--- config.mk ---
export PLATFORM = sky130hd
export DESIGN_NAME = point_scale_rotate_translate
export DESIGN_NICKNAME = d
export VERILOG_FILES = /design/src/design/psrt_pkg.sv /design/src/design/point_scale_rotate_translate.sv /design/src/design/psrt_cordic.sv
export SDC_FILE = /design/constraint.sdc
export NUM_CORES = 2
export LEC_CHECK = 0
export BUFFER_PORTS_ARGS = -buffer_cell sky130_fd_sc_hd__buf_2
export CAP_MARGIN = 20
export CORE_MARGIN = 3
export CORE_UTILIZATION = 55
export CTS_BUF_LIST = sky130_fd_sc_hd__clkbuf_8
export DETAILED_ROUTE_END_ITERATION = 10
export GPL_TIMING_DRIVEN = 1
export PLACE_DENSITY_LB_ADDON = 0.12
export SETUP_SLACK_MARGIN = 0.05
export SLEW_MARGIN = 20
export SYNTH_ARGS = -nofsm -noshare
export SYNTH_HDL_FRONTEND = slang
export SYNTH_SLANG_ARGS = --single-unit
--- constraint.sdc ---
create_clock -name clk -period 12.5 [get_ports clk]
set_input_delay 2.5 -clock clk [delete_from_list [all_inputs] [get_ports clk]]
set_output_delay 2.5 -clock clk [all_outputs]
set_load 0.05 [all_outputs]
--- src/design/psrt_pkg.sv ---
// Shared types, constants and tables for the point scale/rotate/translate block.
`default_nettype none

package psrt_pkg;

	localparam int CORDIC_STEPS_DEFAULT = 16;
	localparam int ATAN_ENTRIES = 24;
	localparam int ATAN_IDX_W = 5;

	localparam int COORD_W = 32;
	localparam int SCALE_W = 16;
	localparam int ANGLE_W = 16;
	localparam int TRIG_W = 18;
	localparam int CFG_IDX_W = 3;
	localparam int CFG_DATA_W = 32;

	localparam int HALF_TURN_Q6 = 11520;
	localparam int QUARTER_TURN_Q6 = 5760;
	localparam int FULL_TURN_Q6 = 23040;
	localparam int DEG_Q6_TO_RAD_Q30 = 292818;
	localparam int CORDIC_INV_GAIN = 32'h26DD3B6A;
	localparam int TRIG_ONE = 65536;

	localparam logic [SCALE_W-1:0] SCALE_RESET = 16'd256;

	typedef enum logic [CFG_IDX_W-1:0] {
		REG_ENABLE   = 3'd0,
		REG_SCALE_X  = 3'd1,
		REG_SCALE_Y  = 3'd2,
		REG_ROTATION = 3'd3,
		REG_OFFSET_X = 3'd4,
		REG_OFFSET_Y = 3'd5
	} reg_index_e;

	typedef struct packed {
		logic signed [COORD_W-1:0] point_x;
		logic signed [COORD_W-1:0] point_y;
	} point_in_t;

	typedef struct packed {
		logic signed [COORD_W-1:0] world_x;
		logic signed [COORD_W-1:0] world_y;
		logic                      saturated;
	} point_out_t;

	typedef struct packed {
		logic signed [TRIG_W-1:0] cosine;
		logic signed [TRIG_W-1:0] sine;
	} trig_t;

	function automatic logic [31:0] atan_q30(input logic [ATAN_IDX_W-1:0] idx);
		logic [31:0] v;
		case (idx)
			5'd0:  v = 32'h3243F6A8;
			5'd1:  v = 32'h1DAC6705;
			5'd2:  v = 32'h0FADBAFC;
			5'd3:  v = 32'h07F56EA6;
			5'd4:  v = 32'h03FEAB76;
			5'd5:  v = 32'h01FFD55B;
			5'd6:  v = 32'h00FFFAAA;
			5'd7:  v = 32'h007FFF55;
			5'd8:  v = 32'h003FFFEA;
			5'd9:  v = 32'h001FFFFD;
			5'd10: v = 32'h000FFFFF;
			5'd11: v = 32'h0007FFFF;
			5'd12: v = 32'h0003FFFF;
			5'd13: v = 32'h0001FFFF;
			5'd14: v = 32'h0000FFFF;
			5'd15: v = 32'h00007FFF;
			5'd16: v = 32'h00003FFF;
			5'd17: v = 32'h00001FFF;
			5'd18: v = 32'h00000FFF;
			5'd19: v = 32'h000007FF;
			5'd20: v = 32'h000003FF;
			5'd21: v = 32'h000001FF;
			5'd22: v = 32'h000000FF;
			5'd23: v = 32'h0000007F;
			default: v = 32'h00000000;
		endcase
		return v;
	endfunction

endpackage

`default_nettype wire

--- src/design/point_scale_rotate_translate.sv ---
// Top level: 2D point scale, rotate and translate with a shared multiplier.
// Each item is one vertex in Q16.16. With the transform enabled an item runs
// through ten products on one 33x18 signed multiplier (two scale products, then
// each rotated coordinate built from high and low halves of the scaled value),
// plus an accumulate drain, a saturating offset add and a result hand-off, and
// no new item is taken until the result is handed off. The first enabled item
// after reset or after any register write first runs the CORDIC (setup, then
// CORDIC_STEPS iterations, at most 24, then finish) and caches cosine and sine.
// With the transform disabled an item passes through unchanged. A new item is
// accepted while the previous result still waits in the output register.
// Register writes are taken at any time but are meant for an idle block.
`default_nettype none

module point_scale_rotate_translate #(
	parameter int CORDIC_STEPS = psrt_pkg::CORDIC_STEPS_DEFAULT
) (
	input  logic                                   clk,
	input  logic                                   arst_n,
	input  logic                                   in_valid,
	output logic                                   in_stall,
	input  psrt_pkg::point_in_t                    in_data,
	output logic                                   out_valid,
	input  logic                                   out_stall,
	output psrt_pkg::point_out_t                   out_data,
	input  logic                                   cfg_valid,
	output logic                                   cfg_ready,
	input  logic [psrt_pkg::CFG_IDX_W-1:0]         cfg_index,
	input  logic [psrt_pkg::CFG_DATA_W-1:0]        cfg_data
);

	localparam int CW = psrt_pkg::COORD_W;
	localparam int SW = psrt_pkg::SCALE_W;
	localparam int TW = psrt_pkg::TRIG_W;
	localparam int SX_W = CW + SW - 8;
	localparam int MA_W = 33;
	localparam int MB_W = TW;
	localparam int MP_W = MA_W + MB_W;
	localparam int ACC_W = 58;
	localparam int SUM_W = ACC_W - 16 + 1;

	typedef enum logic [2:0] {
		S_IDLE,
		S_TRIG,
		S_MUL,
		S_DRAIN,
		S_SUM,
		S_FIN
	} state_t;

	typedef enum logic [3:0] {
		ST_SX,
		ST_SY,
		ST_SXC_HI,
		ST_SXC_LO,
		ST_SYS_HI,
		ST_SYS_LO,
		ST_SXS_HI,
		ST_SXS_LO,
		ST_SYC_HI,
		ST_SYC_LO
	} step_t;

	state_t                     state_q;
	step_t                      step_q;
	step_t                      rstep_q;
	logic                       rvalid_q;
	logic                       out_valid_q;
	psrt_pkg::point_out_t       out_q;
	psrt_pkg::point_out_t       res_q;

	logic                       enable_q;
	logic signed [SW-1:0]       scale_x_q;
	logic signed [SW-1:0]       scale_y_q;
	logic signed [SW-1:0]       rotation_q;
	logic signed [CW-1:0]       offset_x_q;
	logic signed [CW-1:0]       offset_y_q;
	logic signed [TW-1:0]       cos_q;
	logic signed [TW-1:0]       sin_q;
	logic                       trig_valid_q;

	logic signed [CW-1:0]       px_q;
	logic signed [CW-1:0]       py_q;
	logic signed [SX_W-1:0]     sx_q;
	logic signed [SX_W-1:0]     sy_q;
	logic signed [MP_W-1:0]     prod_q;
	logic signed [ACC_W-1:0]    acc_x_q;
	logic signed [ACC_W-1:0]    acc_y_q;

	logic                       in_accept;
	logic                       out_load;
	logic                       cfg_we;
	logic                       cfg_known;
	logic                       trig_start;
	logic                       trig_done;
	psrt_pkg::trig_t            trig;
	logic signed [MA_W-1:0]     mul_a;
	logic signed [MB_W-1:0]     mul_b;
	logic signed [MP_W-1:0]     mul_p;
	logic signed [ACC_W-1:0]    prod_ext;
	logic signed [ACC_W-1:0]    hi_term;
	logic signed [SUM_W-1:0]    sum_x;
	logic signed [SUM_W-1:0]    sum_y;
	logic [CW:0]                sat_x;
	logic [CW:0]                sat_y;

	function automatic logic [CW:0] sat_word(input logic signed [SUM_W-1:0] v);
		logic [CW:0] r;
		if (v[SUM_W-1:CW-1] == '0 || v[SUM_W-1:CW-1] == '1) begin
			r = {1'b0, v[CW-1:0]};
		end else if (v[SUM_W-1]) begin
			r = {1'b1, 1'b1, {(CW-1){1'b0}}};
		end else begin
			r = {1'b1, 1'b0, {(CW-1){1'b1}}};
		end
		return r;
	endfunction

	assign in_stall = (state_q != S_IDLE);
	assign in_accept = in_valid && !in_stall;
	assign out_load = (state_q == S_FIN) && (!out_valid_q || !out_stall);
	assign cfg_ready = 1'b1;
	assign cfg_we = cfg_valid && cfg_ready;
	assign trig_start = in_accept && enable_q && !trig_valid_q;

	always_comb begin
		case (cfg_index)
			psrt_pkg::REG_ENABLE,
			psrt_pkg::REG_SCALE_X,
			psrt_pkg::REG_SCALE_Y,
			psrt_pkg::REG_ROTATION,
			psrt_pkg::REG_OFFSET_X,
			psrt_pkg::REG_OFFSET_Y: cfg_known = 1'b1;
			default: cfg_known = 1'b0;
		endcase
	end

	psrt_cordic #(
		.CORDIC_STEPS(CORDIC_STEPS)
	) u_cordic (
		.clk   (clk),
		.arst_n(arst_n),
		.start (trig_start),
		.angle (rotation_q),
		.done  (trig_done),
		.trig  (trig)
	);

	always_ff @(posedge clk or negedge arst_n) begin
		if (!arst_n) begin
			enable_q <= 1'b0;
			scale_x_q <= psrt_pkg::SCALE_RESET;
			scale_y_q <= psrt_pkg::SCALE_RESET;
			rotation_q <= '0;
			offset_x_q <= '0;
			offset_y_q <= '0;
			cos_q <= '0;
			sin_q <= '0;
			trig_valid_q <= 1'b0;
		end else begin
			if (cfg_we) begin
				case (cfg_index)
					psrt_pkg::REG_ENABLE:   enable_q <= cfg_data[0];
					psrt_pkg::REG_SCALE_X:  scale_x_q <= cfg_data[SW-1:0];
					psrt_pkg::REG_SCALE_Y:  scale_y_q <= cfg_data[SW-1:0];
					psrt_pkg::REG_ROTATION: rotation_q <= cfg_data[SW-1:0];
					psrt_pkg::REG_OFFSET_X: offset_x_q <= cfg_data[CW-1:0];
					psrt_pkg::REG_OFFSET_Y: offset_y_q <= cfg_data[CW-1:0];
					default: ;
				endcase
			end
			if (cfg_we && cfg_known) begin
				trig_valid_q <= 1'b0;
			end else if (trig_done) begin
				cos_q <= trig.cosine;
				sin_q <= trig.sine;
				trig_valid_q <= 1'b1;
			end
		end
	end

	always_comb begin
		mul_a = '0;
		mul_b = '0;
		case (step_q)
			ST_SX: begin
				mul_a = MA_W'(px_q);
				mul_b = MB_W'(scale_x_q);
			end
			ST_SY: begin
				mul_a = MA_W'(py_q);
				mul_b = MB_W'(scale_y_q);
			end
			ST_SXC_HI: begin
				mul_a = MA_W'(signed'(sx_q[SX_W-1:16]));
				mul_b = cos_q;
			end
			ST_SXC_LO: begin
				mul_a = MA_W'(sx_q[15:0]);
				mul_b = cos_q;
			end
			ST_SYS_HI: begin
				mul_a = MA_W'(signed'(sy_q[SX_W-1:16]));
				mul_b = sin_q;
			end
			ST_SYS_LO: begin
				mul_a = MA_W'(sy_q[15:0]);
				mul_b = sin_q;
			end
			ST_SXS_HI: begin
				mul_a = MA_W'(signed'(sx_q[SX_W-1:16]));
				mul_b = sin_q;
			end
			ST_SXS_LO: begin
				mul_a = MA_W'(sx_q[15:0]);
				mul_b = sin_q;
			end
			ST_SYC_HI: begin
				mul_a = MA_W'(signed'(sy_q[SX_W-1:16]));
				mul_b = cos_q;
			end
			ST_SYC_LO: begin
				mul_a = MA_W'(sy_q[15:0]);
				mul_b = cos_q;
			end
			default: begin
				mul_a = '0;
				mul_b = '0;
			end
		endcase
	end

	assign mul_p = mul_a * mul_b;
	assign prod_ext = ACC_W'(prod_q);
	assign hi_term = prod_ext <<< 16;
	assign sum_x = SUM_W'(signed'(acc_x_q[ACC_W-1:16])) + SUM_W'(offset_x_q);
	assign sum_y = SUM_W'(signed'(acc_y_q[ACC_W-1:16])) + SUM_W'(offset_y_q);
	assign sat_x = sat_word(sum_x);
	assign sat_y = sat_word(sum_y);

	always_ff @(posedge clk) begin
		if (in_accept) begin
			px_q <= in_data.point_x;
			py_q <= in_data.point_y;
			if (!enable_q) begin
				res_q.world_x <= in_data.point_x;
				res_q.world_y <= in_data.point_y;
				res_q.saturated <= 1'b0;
			end
		end
		prod_q <= mul_p;
		rstep_q <= step_q;
		if (rvalid_q) begin
			case (rstep_q)
				ST_SX:     sx_q <= prod_q[SX_W+7:8];
				ST_SY:     sy_q <= prod_q[SX_W+7:8];
				ST_SXC_HI: acc_x_q <= hi_term;
				ST_SXC_LO: acc_x_q <= acc_x_q + prod_ext;
				ST_SYS_HI: acc_x_q <= acc_x_q - hi_term;
				ST_SYS_LO: acc_x_q <= acc_x_q - prod_ext;
				ST_SXS_HI: acc_y_q <= hi_term;
				ST_SXS_LO: acc_y_q <= acc_y_q + prod_ext;
				ST_SYC_HI: acc_y_q <= acc_y_q + hi_term;
				ST_SYC_LO: acc_y_q <= acc_y_q + prod_ext;
				default: ;
			endcase
		end
		if (state_q == S_SUM) begin
			res_q.world_x <= sat_x[CW-1:0];
			res_q.world_y <= sat_y[CW-1:0];
			res_q.saturated <= sat_x[CW] | sat_y[CW];
		end
	end

	always_ff @(posedge clk or negedge arst_n) begin
		if (!arst_n) begin
			state_q <= S_IDLE;
			step_q <= ST_SX;
			rvalid_q <= 1'b0;
			out_valid_q <= 1'b0;
		end else begin
			rvalid_q <= (state_q == S_MUL);
			out_valid_q <= out_load || (out_valid_q && out_stall);
			case (state_q)
				S_IDLE: begin
					step_q <= ST_SX;
					if (in_valid) begin
						if (!enable_q) begin
							state_q <= S_FIN;
						end else if (trig_valid_q) begin
							state_q <= S_MUL;
						end else begin
							state_q <= S_TRIG;
						end
					end
				end
				S_TRIG: begin
					if (trig_done) begin
						state_q <= S_MUL;
					end
				end
				S_MUL: begin
					step_q <= step_t'(step_q + 1'b1);
					if (step_q == ST_SYC_LO) begin
						state_q <= S_DRAIN;
					end
				end
				S_DRAIN: begin
					state_q <= S_SUM;
				end
				S_SUM: begin
					state_q <= S_FIN;
				end
				S_FIN: begin
					if (out_load) begin
						out_q <= res_q;
						state_q <= S_IDLE;
					end
				end
				default: begin
					state_q <= S_IDLE;
				end
			endcase
		end
	end

	assign out_valid = out_valid_q;
	assign out_data = out_q;

endmodule

`default_nettype wire

--- src/design/psrt_cordic.sv ---
// Iterative CORDIC: reduces the angle, then produces cosine and sine in Q2.16.
`default_nettype none

module psrt_cordic #(
	parameter int CORDIC_STEPS = psrt_pkg::CORDIC_STEPS_DEFAULT
) (
	input  logic                                clk,
	input  logic                                arst_n,
	input  logic                                start,
	input  logic signed [psrt_pkg::ANGLE_W-1:0] angle,
	output logic                                done,
	output psrt_pkg::trig_t                     trig
);

	localparam int STEPS = (CORDIC_STEPS > psrt_pkg::ATAN_ENTRIES) ?
		psrt_pkg::ATAN_ENTRIES : CORDIC_STEPS;
	localparam int IW = (STEPS > 1) ? $clog2(STEPS) : 1;
	localparam logic [IW-1:0] LAST = IW'(STEPS - 1);
	localparam int XW = 34;
	localparam int AW = psrt_pkg::ANGLE_W + 1;
	localparam int TW = psrt_pkg::TRIG_W;

	localparam logic signed [AW-1:0] HALF_A = AW'(psrt_pkg::HALF_TURN_Q6);
	localparam logic signed [AW-1:0] NEG_HALF_A = AW'(-psrt_pkg::HALF_TURN_Q6);
	localparam logic signed [AW-1:0] FULL_A = AW'(psrt_pkg::FULL_TURN_Q6);
	localparam logic signed [AW-1:0] QUARTER_A = AW'(psrt_pkg::QUARTER_TURN_Q6);
	localparam logic signed [AW-1:0] NEG_QUARTER_A = AW'(-psrt_pkg::QUARTER_TURN_Q6);
	localparam logic signed [XW-1:0] RAD_K = XW'(psrt_pkg::DEG_Q6_TO_RAD_Q30);
	localparam logic signed [XW-1:0] INV_GAIN = XW'(psrt_pkg::CORDIC_INV_GAIN);
	localparam logic signed [XW-1:0] UNIT_P = XW'(psrt_pkg::TRIG_ONE);
	localparam logic signed [XW-1:0] UNIT_N = XW'(-psrt_pkg::TRIG_ONE);

	typedef enum logic [1:0] {
		C_IDLE,
		C_SETUP,
		C_ITER,
		C_FINISH
	} cstate_t;

	cstate_t                state_q;
	logic                   done_q;
	psrt_pkg::trig_t        trig_q;
	logic [IW-1:0]          i_q;
	logic signed [AW-1:0]   af_q;
	logic                   flip_q;
	logic signed [XW-1:0]   x_q;
	logic signed [XW-1:0]   y_q;
	logic signed [XW-1:0]   z_q;

	logic signed [AW-1:0]   a_s;
	logic signed [AW-1:0]   a_w;
	logic signed [AW-1:0]   a_f;
	logic                   flip;
	logic signed [XW-1:0]   xs;
	logic signed [XW-1:0]   ys;
	logic signed [XW-1:0]   at;
	logic signed [TW-1:0]   c_fin;
	logic signed [TW-1:0]   s_fin;

	function automatic logic signed [TW-1:0] clamp_unit(input logic signed [XW-1:0] v);
		logic signed [XW-1:0] f;
		logic signed [XW-1:0] r;
		f = v >>> 14;
		if (f > UNIT_P) begin
			r = UNIT_P;
		end else if (f < UNIT_N) begin
			r = UNIT_N;
		end else begin
			r = f;
		end
		return r[TW-1:0];
	endfunction

	always_comb begin
		a_s = AW'(angle);
		if (a_s > HALF_A) begin
			a_w = a_s - FULL_A;
		end else if (a_s <= NEG_HALF_A) begin
			a_w = a_s + FULL_A;
		end else begin
			a_w = a_s;
		end
		flip = 1'b0;
		if (a_w > QUARTER_A) begin
			a_f = a_w - HALF_A;
			flip = 1'b1;
		end else if (a_w < NEG_QUARTER_A) begin
			a_f = a_w + HALF_A;
			flip = 1'b1;
		end else begin
			a_f = a_w;
		end
	end

	assign xs = x_q >>> i_q;
	assign ys = y_q >>> i_q;
	assign at = XW'(psrt_pkg::atan_q30(psrt_pkg::ATAN_IDX_W'(i_q)));
	assign c_fin = clamp_unit(x_q);
	assign s_fin = clamp_unit(y_q);

	always_ff @(posedge clk or negedge arst_n) begin
		if (!arst_n) begin
			state_q <= C_IDLE;
			done_q <= 1'b0;
			i_q <= '0;
		end else begin
			done_q <= (state_q == C_FINISH);
			case (state_q)
				C_IDLE: begin
					if (start) begin
						af_q <= a_f;
						flip_q <= flip;
						state_q <= C_SETUP;
					end
				end
				C_SETUP: begin
					z_q <= XW'(af_q) * RAD_K;
					x_q <= INV_GAIN;
					y_q <= '0;
					i_q <= '0;
					state_q <= C_ITER;
				end
				C_ITER: begin
					if (!z_q[XW-1]) begin
						x_q <= x_q - ys;
						y_q <= y_q + xs;
						z_q <= z_q - at;
					end else begin
						x_q <= x_q + ys;
						y_q <= y_q - xs;
						z_q <= z_q + at;
					end
					if (i_q == LAST) begin
						state_q <= C_FINISH;
					end else begin
						i_q <= i_q + 1'b1;
					end
				end
				C_FINISH: begin
					trig_q.cosine <= flip_q ? -c_fin : c_fin;
					trig_q.sine <= flip_q ? -s_fin : s_fin;
					state_q <= C_IDLE;
				end
				default: begin
					state_q <= C_IDLE;
				end
			endcase
		end
	end

	assign done = done_q;
	assign trig = trig_q;

endmodule

`default_nettype wire

Word level (Yosys, flattened, before mapping)
Memories as Yosys holds them, arrays and structs flattened.
Cells that the tools add are included.
{ "word_totals": {"reg_bits": 767, "mem_bits_ro": 480, "input_bits": 104, "out_inout_bits": 68, "wordCells": 214, "n_memories": 1} }
{ "op_classes": {"n_addsub": 21, "mul": 2, "n_lt_le_gt_ge": 8, "n_eq_ne": 42, "n_shift": 2, "n_mux": 44, "bitwise": 2, "reduce_logical": 55} }
{ "memory_table": {"columns": ["name", "words", "word_bits", "read_ports", "rd_ports_with_merged_regs", "wr", "line", "source"], "rows": [
  ["(name not given)", 16, 30, 1, 0, 0, "psrt_pkg.sv:53", "case (idx)"]
]} }
{ "op_table": {"columns": ["operator", "count"], "rows": [
  ["58-bit one-hot mux with 4 select lines", 1],
  ["34-bit one-hot mux with 2 select lines", 3],
  ["33-bit one-hot mux with 6 select lines", 1],
  ["65-bit two-way mux", 3],
  ["58-bit one-hot mux with 3 select lines", 1],
  ["58-bit by 51-bit adder with 58-bit output", 2],
  ["18-bit two-way mux", 6],
  ["34-bit two-way mux", 3],
  ["42-bit by 32-bit adder with 43-bit output", 2],
  ["18-bit one-hot mux with 4 select lines", 1],
  ["34-bit adder", 2],
  ["17-bit two-way mux", 4],
  ["34-bit by 4-bit >>> shifter with 34-bit output", 2],
  ["34-bit subtractor", 2],
  ["33-bit two-way mux", 2],
  ["32-bit two-way mux", 2],
  ["58-bit adder", 1],
  ["58-bit by 51-bit subtractor with 58-bit output", 1],
  ["58-bit subtractor", 1],
  ["33-bit by 18-bit multiplier with 51-bit output", 1],
  ["20-bit by 18-bit > comparator with 1-bit output (second input constant)", 2],
  ["20-bit by 17-bit less-than comparator with 1-bit output (second input constant)", 2],
  ["18-bit negation", 2],
  ["34-bit by 33-bit adder with 34-bit output", 1],
  ["48 further kinds", 128]
]} }

Longest topological paths before layout
{ "depth": {"word_depth": 7, "ltp_mapped": 35, "mapped_depth_nobuf": 32} }

By module
A second synthesis with hierarchy kept.
{ "unflattened": {"cells_unflattened": 8742, "area_unflattened_um2": 82341.5} }
{ "modules_own_cells": {"columns": ["module", "n_inst", "cells_per_inst", "area_each_um2", "seq_area_each_um2"], "rows": [
  ["point_scale_rotate_translate", 1, 6124, 58630.0, 16793.6],
  ["psrt_cordic", 1, 2618, 23711.5, 4859.7]
]} }

Worst setup path before layout
No wires, ideal clock.
{ "synth_path": {"kind": "register to register", "start": "reg step_q[0]", "end": "reg prod_q[43]", "t_arrival_ns": 8.502, "required_ns": 12.428, "setup_slack_ns": 3.926, "stages_incl_launch_ff": 34, "n_path_buf": 4, "synth_period_minus_slack_ns": 8.574, "path_cell_list": "dfrtp_1 -> inv_1 -> ha_1 -> nor3b_1 -> clkbuf_1 -> clkbuf_1 -> clkbuf_1 -> nand2_1 -> nand3_1 -> clkbuf_1 -> nand2_1 -> fa_1 -> inv_1 -> fa_1 -> inv_1 -> fa_1 -> inv_1 -> fa_1 -> fa_1 -> inv_1 -> fa_1 -> inv_1 -> ha_1 -> a21o_1 -> a21oi_1 -> o22ai_1 -> or3_1 -> a221o_1 -> a41oi_1 -> o211ai_1 -> a31o_2 -> a311o_1 -> a21oi_1 -> xnor2_1"} }
{ "synth_via": {"elab_chain_len": 4, "word_cells_on_any_way": 19} }
{ "synth_rtl": {"columns": ["item", "line", "source"], "rows": [
  ["start: declaration", "point_scale_rotate_translate.sv:64", "step_t step_q;"],
  ["start signal: assignment", "point_scale_rotate_translate.sv:302", "step_q <= step_t'(step_q + 1'b1);"],
  ["4-bit equality test, or another cell as far along", "point_scale_rotate_translate.sv:184", "case (step_q)"],
  ["4-bit OR reduction (no source line) / 2-bit OR reduction (equally long branches)", null, null],
  ["18-bit one-hot mux with 4 select lines / 33-bit one-hot mux with 6 select lines (equally long branches)", "point_scale_rotate_translate.sv:184", null],
  ["33-bit by 18-bit multiplier with 51-bit output (*)", "point_scale_rotate_translate.sv:232", "assign mul_p = mul_a * mul_b;"],
  ["net mul_p[43]", "point_scale_rotate_translate.sv:98", "logic signed [MP_W-1:0] mul_p;"],
  ["end signal: assignment", "point_scale_rotate_translate.sv:250", "prod_q <= mul_p;"],
  ["end: declaration", "point_scale_rotate_translate.sv:85", "logic signed [MP_W-1:0] prod_q;"]
]} }
The timed path passes the listed nets; every way through them passes the cells marked *.
A chain may end at the register's enable or synchronous reset.

Worst setup path after layout
{ "layout_path": {"start": "reg step_q[1]", "end": "reg prod_q[43]"} }
The elaborated chain is that of the path after synthesis.

==> flow_metrics.env <==
export IMPL_status="completed"
export IMPL_fmax_mhz=96.6
export IMPL_core_area_mm2=0.144
export IMPL_clk_latency_ns=0.90
export IMPL_die_w_um=388
export IMPL_ctsRootBufferMaster="clkbuf_8"
export IMPL_synth_largest_area_cell="edfxtp_1"
export IMPL_crit_family="compound AO/OA/AOI/OAI gates"
export IMPL_crit_type="flop to flop"
export IMPL_crit_required_ns=13.29
export IMPL_dp_cells=10300
export IMPL_synth_top_cell_area_share_pct=20.4
export IMPL_layout_drive_gt1_share_pct=9.83
export IMPL_slowest_delay_ns=1.02
export IMPL_grt_overflow_total=0
export IMPL_fillers=12400
export IMPL_whs_ns=0.392
export IMPL_synth_cell_types=104
export IMPL_fin_cells=10500
export IMPL_hold_buffers=0
export IMPL_grt_pass1_wl_um=396000
export IMPL_synth_compound_area_share_pct=15.9
export IMPL_drc=0
export IMPL_synth_mux_area_share_pct=5.24
export IMPL_synth_area_leaders="edfxtp_1, fa_1, ha_1"
export IMPL_ys_dominant_reg_cell="edfxtp_1"
export IMPL_cts_tree="yes"
export IMPL_path_buf_inv=8
export IMPL_rsz0062_at_grt="no"
export IMPL_crit_path_end_kind="flop"
export IMPL_grt_max_degree=78
export IMPL_synth_fa_ha_area_share_pct=27.0
export IMPL_numClockSinks=767
export IMPL_fin_skew_ns=0.0540
export IMPL_via_per_inst=6.29
export IMPL_worstPathMaxFanout=18
export IMPL_grt_pass1_vias=64200
export IMPL_period_needed_ns=10.36
export IMPL_synth_nets=9846
export IMPL_final_setup_tns_ns=0
export IMPL_detail_route_wl_per_cell_um=25.0
export IMPL_clockBufferDepth=3
export IMPL_finalHoldViolCount=0
export IMPL_synth_cells=8408
export IMPL_yosys_area_share_simple_pct=12.2
export IMPL_first_iter_violations=7402
export IMPL_slowest_stage="a221o_1"
export IMPL_yosysMostFrequentCell="inv_1"
export IMPL_seq_area_frac_synth_pct=26.9
export IMPL_area_delta_synth_final_pct=7.43
export IMPL_routed_wl_um=263000
export IMPL_post_cts_setup_buffer_count=0
export IMPL_grt_usage_pct=34.6
export IMPL_fp_row_count=139
export IMPL_final_antenna_net_count=0
export IMPL_post_cts_resize_count=0
export IMPL_synth_area_per_cell_um2=9.56
export IMPL_io_buffers=170
export IMPL_vias=66300
export IMPL_final_nets=9944
export IMPL_clkTransAtPathRegs_ns=0.06
export IMPL_netlist_top_cells_count="inv_1, nand2_1, nor2_1, fa_1, ha_1"
export IMPL_drv_slew=0
export IMPL_synth_area_mm2=0.0804
export IMPL_die_y_um=388
export IMPL_hpwlAfterDp_um=208000
export IMPL_cts_made_buffers=137
export IMPL_htree_levels=4
export IMPL_initial_utilization_pct=55.7
export IMPL_fin_crit_sh_pct=82.8
export IMPL_design_die_area_mm2=0.151
export IMPL_drv_cap=0
export IMPL_synth_xor_area_share_pct=6.28
export IMPL_gp_congestion=1.02
export IMPL_async_flop_share_pct=21.6
export IMPL_synth_edf_count=546
export IMPL_cp_arrival_ns=11.15
export IMPL_drt_pass1_iter_count=6
export IMPL_antenna_found_initial=17
export IMPL_start_kind="flop"
export IMPL_boundaryPins=172
export IMPL_ys_seq_elements=767
export IMPL_synth_top_family_by_area="adder cells"
export IMPL_worst_pin_slew_ns=1.21
export IMPL_relSlewSlack_pct=19.3
export IMPL_ys_warn_count=0
export IMPL_setup_viol=0
export IMPL_hp_class="flop to flop"
## worst reg2reg max path: cells and delay by family (launching register included)
kind	cells	cell delay [ns]
flops	1	0.44
compound gates	11	4.26
simple gates	3	0.70
fa+ha+maj	8	3.48
buf+inv	8	1.28
xor+xnor	1	0.13
## layer usage
layer  wire length [um]  up-vias  GRT usage (%)
met3              29600      614           8.61
li1                   -    29600              -
met1             107000    32600           47.9
met5                 38        -              0
met2             115000     3454           52.1
met4              11600        6           13.6
## path summary, 6_finish.rpt
kind	from	endpoint	slack, ns	cells past startpoint
max	step_q[1]	prod_q[43]	2.14	31
min	res_q[27]	out_data[27]	0.39	0
max reg2reg	step_q[1]	prod_q[43]	2.14	31
min reg2reg	res_q[27]	out_data[27]	0.39	0
max in group asynchronous	arst_n	scale_x_q[2]	9.59	2
min in group asynchronous	arst_n	offset_x_q[26]	1.56	1
## cell families (layout without fill, tap and decap cells)
family          count (synthesis)  after routing
other cells                     1             15
flops                         767            767
compound gates               1920           1920
mux                           306            306
xor+xnor                      576            576
fa+ha+maj                    1334           1334
buf+inv                      1341           1552
simple gates                 2163           2163
## area by class of cell
class / instances / area, um2 / share of cell area, %
clock inverter: 104 / 673 / 0.780
clock buffer: 148 / 2040 / 2.36
timing repair buffer: 302 / 1860 / 2.16
tap: 1903 / 2380 / 2.76
antenna: 14 / 35.0 / 0.0406
sequential: 767 / 21700 / 25.1
multi-input combinational: 6300 / 53900 / 62.5
inverter: 998 / 3750 / 4.34
## cells in the final DEF, fill, tap and decap left out, types with 251 or more instances in the layout
| master | count |
|---|---|
| inv_1 | 1046 |
| nand2_1 | 748 |
| nor2_1 | 687 |
| fa_1 | 670 |
| ha_1 | 663 |
| edfxtp_1 | 546 |
| a21oi_1 | 524 |
| xnor2_1 | 355 |
| o21ai_0 | 332 |
| a21o_1 | 251 |
## registers in the layout, summed over array words and instances, names as in the netlist, 17 cells and up
name	count
out_data	65
res_q	65
acc_x_q	58
acc_y_q	58
prod_q	51
sx_q	40
sy_q	40
u_cordic.trig	36
u_cordic.x_q	34
u_cordic.y_q	34
u_cordic.z_q	34
offset_x_q	32
offset_y_q	32
px_q	32
py_q	32
cos_q	18
sin_q	18
u_cordic.af_q	17
## metrics by stage
step                util, %  setup slack, ns  area, um2
global route           59.8             1.92      86300
finish                 59.8             2.14      86300
global placement       57.9             2.63      83500
floorplan                 -             3.93      80400
detailed placement     57.9             2.44      83600
CTS                    59.8             2.46      86300
Power is not shown: default switching activity piles up to over one toggle a cycle in this logic, so the estimate is an artifact.
